--- src/rtl/range_max_sum_tree_defines.svh ---
// ----------------------------------------------------------------------------
// range_max_sum_tree_defines.svh
// Assertion macros shared by the range max/sum tree RTL.
// ----------------------------------------------------------------------------
`ifndef RANGE_MAX_SUM_TREE_DEFINES_SVH
`define RANGE_MAX_SUM_TREE_DEFINES_SVH

// Same-cycle implication, sampled on clk, off during reset.
`define RMST_ASSERT_NOW(lbl, ante, cons, msg) \
  lbl: assert property (@(posedge clk) disable iff (!rst_n) (ante) |-> (cons)) \
    else $error(msg);

// Next-cycle implication, sampled on clk, off during reset.
`define RMST_ASSERT_NEXT(lbl, ante, cons, msg) \
  lbl: assert property (@(posedge clk) disable iff (!rst_n) (ante) |=> (cons)) \
    else $error(msg);

`endif

--- src/rtl/rmst_ram.sv ---
// ----------------------------------------------------------------------------
// rmst_ram
// Generic single-write, single-read RAM with a registered read port.
// ----------------------------------------------------------------------------
module rmst_ram #(
  parameter int WIDTH = 8,
  parameter int DEPTH = 16
) (
  input  logic                     clk,
  input  logic                     wr_en,
  input  logic [$clog2(DEPTH)-1:0] wr_addr,
  input  logic [WIDTH-1:0]         wr_data,
  input  logic [$clog2(DEPTH)-1:0] rd_addr,
  output logic [WIDTH-1:0]         rd_data
);

  logic [WIDTH-1:0] mem_r [DEPTH];
  logic [WIDTH-1:0] rd_data_r;

  always_ff @(posedge clk) begin
    if (wr_en) begin
      mem_r[wr_addr] <= wr_data;
    end
    rd_data_r <= mem_r[rd_addr];
  end

  assign rd_data = rd_data_r;

endmodule

--- config.mk ---
export PLATFORM = sky130hd
export DESIGN_NAME = rmst_ram
export DESIGN_NICKNAME = d
export VERILOG_FILES = /design/src/rtl/range_max_sum_tree_defines.svh /design/src/rtl/rmst_ram.sv
export SDC_FILE = /design/constraint.sdc
export NUM_CORES = 1
export LEC_CHECK = 0
export BUFFER_PORTS_ARGS = -buffer_cell sky130_fd_sc_hd__buf_2
export CAP_MARGIN = 20
export CORE_UTILIZATION = 65
export DETAILED_ROUTE_END_ITERATION = 7
export HOLD_SLACK_MARGIN = 0.08
export PLACE_DENSITY = 0.84
export SLEW_MARGIN = 20
export SYNTH_ARGS = -nofsm -noshare
export SYNTH_HDL_FRONTEND = slang
export SYNTH_SLANG_ARGS = --single-unit
--- constraint.sdc ---
create_clock -name clk -period 3.5 [get_ports clk]
set_clock_uncertainty 0.05 [all_clocks]
set_input_delay 0.525 -clock clk [delete_from_list [all_inputs] [get_ports clk]]
set_output_delay 0.525 -clock clk [all_outputs]
set_load 0.01 [all_outputs]
## Word level (Yosys, flattened, before mapping)

Memory sizes are Yosys's and may differ from the RTL's. A register that Yosys moved wholly into a read port is not among the register bits.
Cells that the tools add are included.

- Bitwise gates (word level): 0
- $lt $le $gt $ge: 0
- Reductions and logical operators: 0
- Eq/ne operators: 0
- Multipliers: 0
- Multiplexer cells: 2
- Add/subtract/negate cells: 0
- Shift operators: 0
- Divide/modulo/power cells: 0

Operators by type and width:

| operator | number |
|---|---|
| 2-to-1 mux 1 bit | 2 |

- ROM bits: 0
- Latch bits: 0
- Memories: 1
- Register bits after elaboration: 0
- Logic and storage cells: 3
- Bits of input ports: 18
- Bits in writable memories: 128
- Output and inout bits: 8

Memory list:

| name | words | bits a word | rd ports | clocked after memory_dff | write ports | line | RTL |
|---|---|---|---|---|---|---|---|
| mem_r | 16 | 8 | 1 | 1 | 1 | rmst_ram.sv:17 | `logic [WIDTH-1:0] mem_r [DEPTH];` |

## Depth between registers and ports, before layout

Gate-level depths: netlist of run 1.

- Depth in word-level cells: 2
- Depth in mapped cells: 5
- Mapped depth without buffers: 3

## Least setup slack after synthesis of run 1

Ideal clock, no wire load.

- Kind: input to register
- Start point: in wr_addr[2]
- End point: mem mem_r[0][0], enable pin
- Cell stages on the path: 2
- Path slack: 1.432 ns
- Arrival time: 1.635 ns
- Data required time: 3.067 ns
- Setup time: 0.383 ns
- Buffers on the path: 0
- Cell sequence: or3b_2 -> nor3_1

RTL lines:

| item | line | RTL |
|---|---|---|
| start: declaration | rmst_ram.sv:11 | `input logic [$clog2(DEPTH)-1:0] wr_addr,` |
| end: declaration | rmst_ram.sv:17 |  |

Straight into the memory's write port.

==> flow_summary.yaml, run 1 <==
run_status:
  outcome: "finished, final reports clean"
die:
  top_level_ports: 26
  initial_utilization: 0.6696
  core_area_mm2: 0.007687
  chipWidth_um: 90.99
  die_area_mm2: 0.008279
  rows: 32
  die-height_um: 90.99
placed_design:
  place.port_buffers: 25
  dpl-instance-area_mm2: 0.005351
  post-place-cells: 351
  place_congestion: 0.7117
  hpwl_um: 5670
synth:
  synth.ff_latch_count: 136
  syn-instance-count: 229
  synthDominantCellAreaShare: 0.7467
  ys_warnings: 0
  synth.area.top_cells: "edfxtp_1 (75%), mux4_2 (7.9%), mux4_1 (7.1%), dfxtp_1 (3.1%), a22oi_1 (2.3%)"
  synth_top_cell_by_area: "edfxtp_1"
  synth_cell_types: 19
  netlist_area_mm2: 0.005147
  synth_area_per_cell_um2: 22.48
  syn-num-nets: 247
  synth_sequential_area_ratio: 0.7778
finish:
  postLayoutCoreUtil: 0.7702
  layout_common_cells: "edfxtp_1 (128), buf_2 (25), mux4_2 (18)"
  areaGrowthSynthToFinish_pct: 15.02
  ratio_of_cells_with_drive_above_1_in_the_final_layout: 0.2847
  finish.cell_count_without_fillers: 383
  antenna_cells: 0
  final_instance_area_mm2: 0.005921
  final_net_count: 286
  layout.cells.most_common: "edfxtp_1"
critical_path:
  critPathCaptureType: "flop"
  timing.critical_path.required_ps: 3840
  r2r_setup_slack_ps: 2060
  critical_path.startpoint_type: "primary input"
  criticalPathCategory: "in -> reg"
  timing.critical_path.arrival_ps: 2130
  worst_reg2reg_path_depth: 3
  crit_path_end: "rd_data[0]"
  rr_startpoint: "mem_r[0][2]"
  largest_fanout_of_any_net_on_the_critical_path: 32
  reg2reg_capture_point: "rd_data[2]"
  worstSetupStartpoint: "rd_addr[0]"
clocking:
  cts_resized: 0
  clock_tree_from_tritoncts: "done"
  cts_hold_buf: 0
  htreeDepth: 4
  clk_sink_count: 136
  clock_latency_reported_for_the_late_side_of_the_worst_skew_pair_ps: 510
  master_cell_of_the_clock_root_buffer: "clkbuf_8"
  max-clock-path-buffers: 2
  cts.repair_timing.setup_buffer_count: 0
  cts_buffers: 17
  clk_pin_slew_worst_setup_hold_paths_ps: 60
global_routing:
  grt-busiest-layer: "met2"
  grt_use_total: 0.2571
  grt.overflow.total: 0
  wire_length_of_the_first_global_routing_pass_um: 14610
  grt_start_max_net_pins: 33
  number_of_antenna_violations_at_the_first_check_in_global_routing: 0
  globalRouteMet2Util: 0.4148
  first_global_vias: 2558
  met1_use_gr: 0.3411
  use_met3: 0.06030
drt:
  remaining_drc_errors: 0
  ant_nets: 0
  drt-vias-per-instance: 6.384
  detail_route.first_pass.iterations: 5
  routed_wire_length_per_instance_um: 25.21
  initialDrtViolationCount: 222
  detail_route.wirelength_um: 9657
  dr_total_vias: 2445
timing:
  grt_setup_unrepaired: "no"
  timing.setup.tns_ps: 0
  max_slew.worst_pin.slew_ps: 911.1
  setup_violations: 0
  maxSlewViolCount: 0
  period_minus_slack_ps: 1799
  maxClockFrequency_mhz: 556.0
  timing.slew.headroom: 0.3903
  finalCritPeriodShare: 0.5139
  finalHoldViolations: 0
power_and_ir_drop:
  leakage_nw: 1.996
  worst_ir_drop_vdd_v: 0.0004573
  power_per_cell_area_mw_per_mm2: 620.4
  report.power.total_w: 0.003673
hold_path:
  hold_path_startpoint: "wr_data[1]"
  worst_hold_path_type: "in -> reg"
flow_run:
  maxCapViolCount: 0
critical path, stage by stage:
cell,delay (ps)
buf_2,80
buf_4,480
mux4_1,640
a22oi_1,280
nand2_1,120
how the worst min path moves through the flow:
stage                       end  slack [ps]  cells after the start
floorplan           mem_r[0][0]         570                      0
global placement     rd_data[5]         600                      3
detailed placement   rd_data[3]         620                      3
CTS                 mem_r[1][1]         330                      1
global route        mem_r[1][1]         340                      1
finish              mem_r[1][1]         340                      1
metal layers:
metal	vias up	wire length, um
met5	-	0
met4	0	149
met3	11	667
met2	130	5093
met1	1248	3746
li1	1056	-
synth_stat cells:
cell type and number:
buf_2 3, mux4_2 18, or3b_2 1, and2b_1 1, a22oi_1 16, nor3_1 4, and2_1 1, dfxtp_1 8
clkdlybuf4s25_2 3, nor2_1 13, nand2b_1 2, nor2b_1 1, buf_6 3, nand3_1 1, nand3b_1 2, buf_4 1
mux4_1 14, nand2_1 9, edfxtp_1 128
layout make-up:
type                            count  area, um^2
Sequential cell                   136        4004
Fill cell                         411        1767
Multi-Input combinational cell     83        1057
Clock buffer                       18       417.9
Timing Repair Buffer               30       162.7
Clock inverter                     14       151.4
Tap cell                          102       127.6
flip-flops by register name (all words and copies together), names as in the netlist:
register and flops:
mem_r 128, rd_data 8
stage by stage:
step / setup WS, ps / hold slack, ps
after floorplan: 1432 / 573.9
after global placement: 1212 / 600.2
after detailed placement: 1180 / 615.9
after CTS: 1707 / 326.0
after global routing: 1659 / 335.4
final: 1701 / 339.7
where the power goes:
part           internal (W)  leakage (nW)  total (W)  switching, W
clock network       0.00102         0.275    0.00168      0.000660
logic             0.0000662         0.496   0.000163     0.0000964
registers           0.00182          1.22    0.00183     0.0000120
logic make-up (layout without fill, tap and decap cells):
| family | count (synthesis) | in the layout | synth area share |
|---|---|---|---|
| AND/OR/NAND/NOR | 35 | 35 | 0.03184 |
| flip-flops | 136 | 136 | 0.7778 |
| multiplexers | 32 | 32 | 0.1502 |
| AO/OA/AOI/OAI | 16 | 16 | 0.02334 |
| buffers and inverters | 10 | 62 | 0.01677 |
No activity file was read; power rests on OpenSTA's default activity.
==> run 2: changes to the inputs <==
Settings changed: CORE_UTILIZATION 65 to 60, PLACE_DENSITY 0.84 to 0.78.
Clock period 3.5 ns to 1.7 ns, I/O delays scaled along.
==> run 2 against run 1 <==
- register-to-register slack lost 1900 ps
- design area grew 4.6%
- count of clock-buffer cells in the layout is the same
- hold slack lost 110 ps
- global-route usage shrank 0.89 points
- non-clock buffer count grew 27
- worst setup slack lost 1500 ps
- clock power grew 110%
- total power grew 110%
- sequential share of layout area shrank 3.0 points
- combinational power grew 130%
==> flow_summary.yaml, run 2 (synthesized netlist as in run 1, its figures left out) <==
critical_path:
  crit_chain: "mux4_1, a22oi_1, nand2_1"
  largest_fanout_of_any_net_on_the_critical_path: 1
  criticalPathCategory: "reg -> reg"
  crit_slowest_cell: "mux4_1"
  critical_path.startpoint_type: "flop"
  critical-path-max-stage-delay_ps: 540
  timing.critical_path.required_ps: 2060
  timing.critical_path.arrival_ps: 1860
  critPathCaptureType: "flop"
finish:
  antenna_cells: 0
  final_net_count: 313
  ratio_of_cells_with_drive_above_1_in_the_final_layout: 0.3247
  layout_common_cells: "edfxtp_1 (128), buf_2 (25), buf_4 (21)"
  final_instance_area_mm2: 0.006191
  finish.cell_count_without_fillers: 413
  layout.cells.most_common: "edfxtp_1"
  registers.top_by_ff_count: "mem_r"
  final.fill_count: 463
  largest_register_ffs: 128
  areaGrowthSynthToFinish_pct: 20.27
placed_design:
  dp_slack_ps: -29.73
  post-place-cells: 373
  dpl-instance-area_mm2: 0.005540
  place.port_buffers: 25
  hpwl_um: 5916
  place_congestion: 0.7714
power_and_ir_drop:
  power_switching_share: 0.2095
  p_int_w: 0.006009
  power.share.clock: 0.455
  combinationalPowerShare: 0.049
  worst_ir_drop_vdd_v: 0.0008880
  seqPwrFrac: 0.496
  netSwitchingPower_w: 0.001593
  leakage_nw: 2.125
  power_per_cell_area_mw_per_mm2: 1228
drt:
  dr_total_vias: 2509
  initialDrtViolationCount: 316
  detail_route.wirelength_um: 9899
  remaining_drc_errors: 0
  drt-vias-per-instance: 6.075
  detail_route.first_pass.iterations: 5
  routed_wire_length_per_instance_um: 23.97
  ant_nets: 0
clocking:
  clk_sink_count: 136
  clk_pin_slew_worst_setup_hold_paths_ps: 60
  max-clock-path-buffers: 2
  htreeDepth: 4
  clock_tree_from_tritoncts: "done"
  cts.repair_timing.setup_buffer_count: 0
  master_cell_of_the_clock_root_buffer: "clkbuf_8"
  clock_latency_reported_for_the_late_side_of_the_worst_skew_pair_ps: 520
  cts_buffers: 17
global_routing:
  grt_start_max_net_pins: 33
  first_global_vias: 2503
  wire_length_of_the_first_global_routing_pass_um: 14460
  grt_use_total: 0.2483
  grt.overflow.total: 0
  number_of_antenna_violations_at_the_first_check_in_global_routing: 0
timing:
  timing.slew.headroom: 0.7321
  finalHoldViolations: 0
  max_slew.worst_pin.slew_ps: 401.9
  postLayoutSetupSlackWorst_ps: 199.1
  maxClockFrequency_mhz: 666.3
  grt_setup_unrepaired: "no"
  period_minus_slack_ps: 1501
  maxSlewViolCount: 0
  finalCritPeriodShare: 0.8829
  setup_violations: 0
die:
  core_area_mm2: 0.008258
  die-height_um: 94.63
  top_level_ports: 26
  chipWidth_um: 94.63
  rows: 33
  die_area_mm2: 0.008954
  initial_utilization: 0.6233
run_status:
  outcome: "finished, final reports clean"
hold_path:
  worst_hold_path_type: "in -> reg"
flow_run:
  maxCapViolCount: 0
run 2: changes by cell type in the layout (fill, tap and decap cells not counted), moves of 2 or more:
cell,change
buf_4,+16
dlygate4sd3_1,+8
clkinvlp_4,+5
buf_12,+3
clkinv_2,-2
clkinv_4,-2
run 2: worst max-delay path, delay by kind of cell (launching register included):
| family | cells | cell delay (ps) |
|---|---|---|
| simple gates | 1 | 80 |
| compound gates | 1 | 320 |
| mux | 1 | 540 |
| flops | 1 | 400 |
run 2: worst paths after layout:
path / startpoint / end / slack, ps / cells after the start
worst max-delay path: mem_r[0][0] / rd_data[0] / 200 / 3
worst min-delay path: wr_addr[0] / mem_r[4][3] / 230 / 3
worst max register to register: mem_r[0][0] / rd_data[0] / 200 / 3
worst min register to register: mem_r[12][1] / rd_data[1] / 620 / 3
run 2: through the flow:
| step | total power [W] | TNS, ps | hold WS, ps | util |
|---|---|---|---|---|
| global placement | 0.004180 | 0 | 577.1 | 0.6709 |
| CTS | 0.007631 | 0 | 218.4 | 0.7497 |
| detailed placement | 0.004199 | -65.82 | 595.1 | 0.6709 |
| global route | 0.007829 | 0 | 239.0 | 0.7497 |
| floorplan | 0.004035 | 0 | 303.9 | - |
| finish | 0.007602 | 0 | 232.9 | 0.7497 |
run 2: layout make-up:
class,count,area (um^2),share of cell area
Tap cell,105,131.4,0.02122
Clock buffer,18,417.9,0.06750
Multi-Input combinational cell,83,1062,0.1716
Clock inverter,14,152.6,0.02466
Sequential cell,136,4004,0.6467
Timing Repair Buffer,57,422.9,0.06831
run 2: what timing repair did:
action                                  4_1_cts  5_1_grt
resized for setup                             0        0
hold buffers                                  8        0
endpoints found under the setup margin        0        0
endpoints found under the hold margin       115        0
run 2: power groups by stage:
stage               Combinational, W  Sequential (W)  Clock [W]
floorplan                   0.000191         0.00384          0
global placement            0.000345         0.00383          0
detailed placement          0.000359         0.00384          0
CTS                         0.000376         0.00377    0.00348
global route                0.000401         0.00378    0.00365
finish                      0.000373         0.00377    0.00346
run 2: per-layer routing:
metal,part of all wire,vias to the layer above,global-route usage
met2,0.51,100,0.3963
met4,0.028,0,0.1098
met1,0.42,1274,0.3215
met3,0.051,26,0.07005
li1,-,1109,-
met5,0,-,0
==> run 3: changes to the inputs <==
Settings changed: PLACE_DENSITY 0.78 to not set, PLACE_DENSITY_LB_ADDON set to 0.2, RECOVER_POWER set to 50.
==> run 3 against run 2 <==
- total power increased by 6.5%
- sequential power about the same
- maximum frequency increased by 4.3%
- non-clock buffer count decreased by 4
- critical endpoint is now rd_data[1]
- die area unchanged
- utilization decreased by 0.076 points
- via count decreased by 1.2%
- worst setup slack improved by 61 ps
==> flow_summary.yaml, run 3 (synthesized netlist as in run 1, its figures left out) <==
global_routing:
  grt.overflow.total: 0
  first_global_vias: 2585
  number_of_antenna_violations_at_the_first_check_in_global_routing: 0
  wire_length_of_the_first_global_routing_pass_um: 14410
  grt_start_max_net_pins: 33
  grt_use_total: 0.2430
die:
  top_level_ports: 26
  core_area_mm2: 0.008258
  rows: 33
  die-height_um: 94.63
  chipWidth_um: 94.63
  die_area_mm2: 0.008954
  initial_utilization: 0.6233
clocking:
  cts_resized: 0
  max-clock-path-buffers: 2
  htreeDepth: 4
  master_cell_of_the_clock_root_buffer: "clkbuf_8"
  clock_tree_from_tritoncts: "done"
  clk_sink_count: 136
  cts_buffers: 17
  clock_latency_reported_for_the_late_side_of_the_worst_skew_pair_ps: 500
  clk_pin_slew_worst_setup_hold_paths_ps: 60
run_status:
  outcome: "finished, final reports clean"
critical_path:
  timing.critical_path.arrival_ps: 1770
  critical-path-max-stage-delay_ps: 530
  critical_path.startpoint_type: "flop"
  critPathCaptureType: "flop"
  cp_top_family: "multiplexers"
  timing.critical_path.buf_inv: 0
  crit_chain: "mux4_1, a22oi_1, nand2_1"
  largest_fanout_of_any_net_on_the_critical_path: 1
  timing.critical_path.required_ps: 2030
  crit_slowest_cell: "mux4_1"
  criticalPathCategory: "reg -> reg"
flow_run:
  maxCapViolCount: 0
timing:
  timing.setup.tns_ps: 0
  period_minus_slack_ps: 1440
  maxSlewViolCount: 0
  maxClockFrequency_mhz: 694.6
  finalCritPeriodShare: 0.8468
  max_slew.worst_pin.slew_ps: 730.3
  grt_setup_unrepaired: "no"
  finalHoldViolations: 0
  setup_violations: 0
  postLayoutSetupSlackWorst_ps: 260.4
  timing.slew.headroom: 0.5131
placed_design:
  place.port_buffers: 25
  hpwl_um: 5691
  dp_slack_ps: 29.04
  place_congestion: 0.7269
drt:
  detail_route.wirelength_um: 9501
  ant_nets: 0
  routed_wire_length_per_instance_um: 23.29
  dr_total_vias: 2480
  initialDrtViolationCount: 206
  detail_route.first_pass.iterations: 5
  remaining_drc_errors: 0
  drt-vias-per-instance: 6.078
finish:
  final_net_count: 309
  largest_register_ffs: 128
  areaGrowthSynthToFinish_pct: 20.15
  layout_common_cells: "edfxtp_1 (128), mux4_2 (18), clkbuf_1 (18), buf_2 (18)"
  ratio_of_cells_with_drive_above_1_in_the_final_layout: 0.2607
  antenna_cells: 0
  layout.cells.most_common: "edfxtp_1"
  registers.top_by_ff_count: "mem_r"
hold_path:
  worst_hold_path_type: "in -> reg"
power_and_ir_drop:
  power_per_cell_area_mw_per_mm2: 1309
  worst_ir_drop_vdd_v: 0.0008224
  report.power.total_w: 0.008095
  leakage_nw: 2.089
[run 3: cell types whose count changed in the layout (fill, tap and decap cells not counted), moves of 2 or more]
cell           previous run  this run
clkinvlp_4                7         4
dlygate4sd3_1             8         6
bufinv_16                 2         6
buf_2                    25        18
buf_4                    21         9
clkinv_4                  3         1
clkbuf_1                  1        18
[run 3: final cells by class]
| class | instances | area (um^2) |
|---|---|---|
| timing repair buffer | 53 | 341.6 |
| clock buffer | 18 | 417.9 |
| sequential | 136 | 4004 |
| tap | 105 | 131.4 |
| multi-input combinational | 83 | 1062 |
| clock inverter | 13 | 227.7 |
| fill | 480 | 2073 |
[run 3: path summary, 6_finish.rpt]
check                             startpoint     endpoint  slack (ps)  cells past startpoint
worst max-delay path             mem_r[2][1]   rd_data[1]         260                      3
worst min-delay path              wr_addr[1]  mem_r[0][5]         270                      3
worst max register to register   mem_r[2][1]   rd_data[1]         260                      3
worst min register to register  mem_r[13][2]   rd_data[2]         630                      3
[run 3: where the power goes]
part | total [W] | switching, W | internal, W
sequential | 0.00378 | 0.0000249 | 0.00375
clock | 0.00396 | 0.00130 | 0.00266
combinational | 0.000361 | 0.000199 | 0.000162
total | 0.00810 | 0.00152 | 0.00657
[run 3: per-layer routing]
metal | up-vias | part of all wire | GRT usage
met5 | - | 0 | 0
met4 | 0 | 0.017 | 0.1061
met3 | 14 | 0.058 | 0.07810
met2 | 94 | 0.49 | 0.3705
met1 | 1279 | 0.43 | 0.3259
li1 | 1093 | - | -
[run 3: per-stage QoR]
stage               hold WS [ps]  area [um^2]    util  cells
floorplan                  303.9         5152       -    229
global placement           590.6         5525  0.6691    371
detailed placement         601.3         5525  0.6691    371
CTS                        80.12         6221  0.7533    407
global route               260.4         6185  0.7489    408
finish                     266.9         6185  0.7489    408
[run 3: repair_timing]
action,4_1_cts,5_1_grt
setup buffers,0,0
endpoints found under the hold margin,80,4
hold buffers,5,1
[run 3: tightest hold or removal path, stage by stage]
cell	delay (ps)
buf_2	150
nor3_2	60
buf_4	170
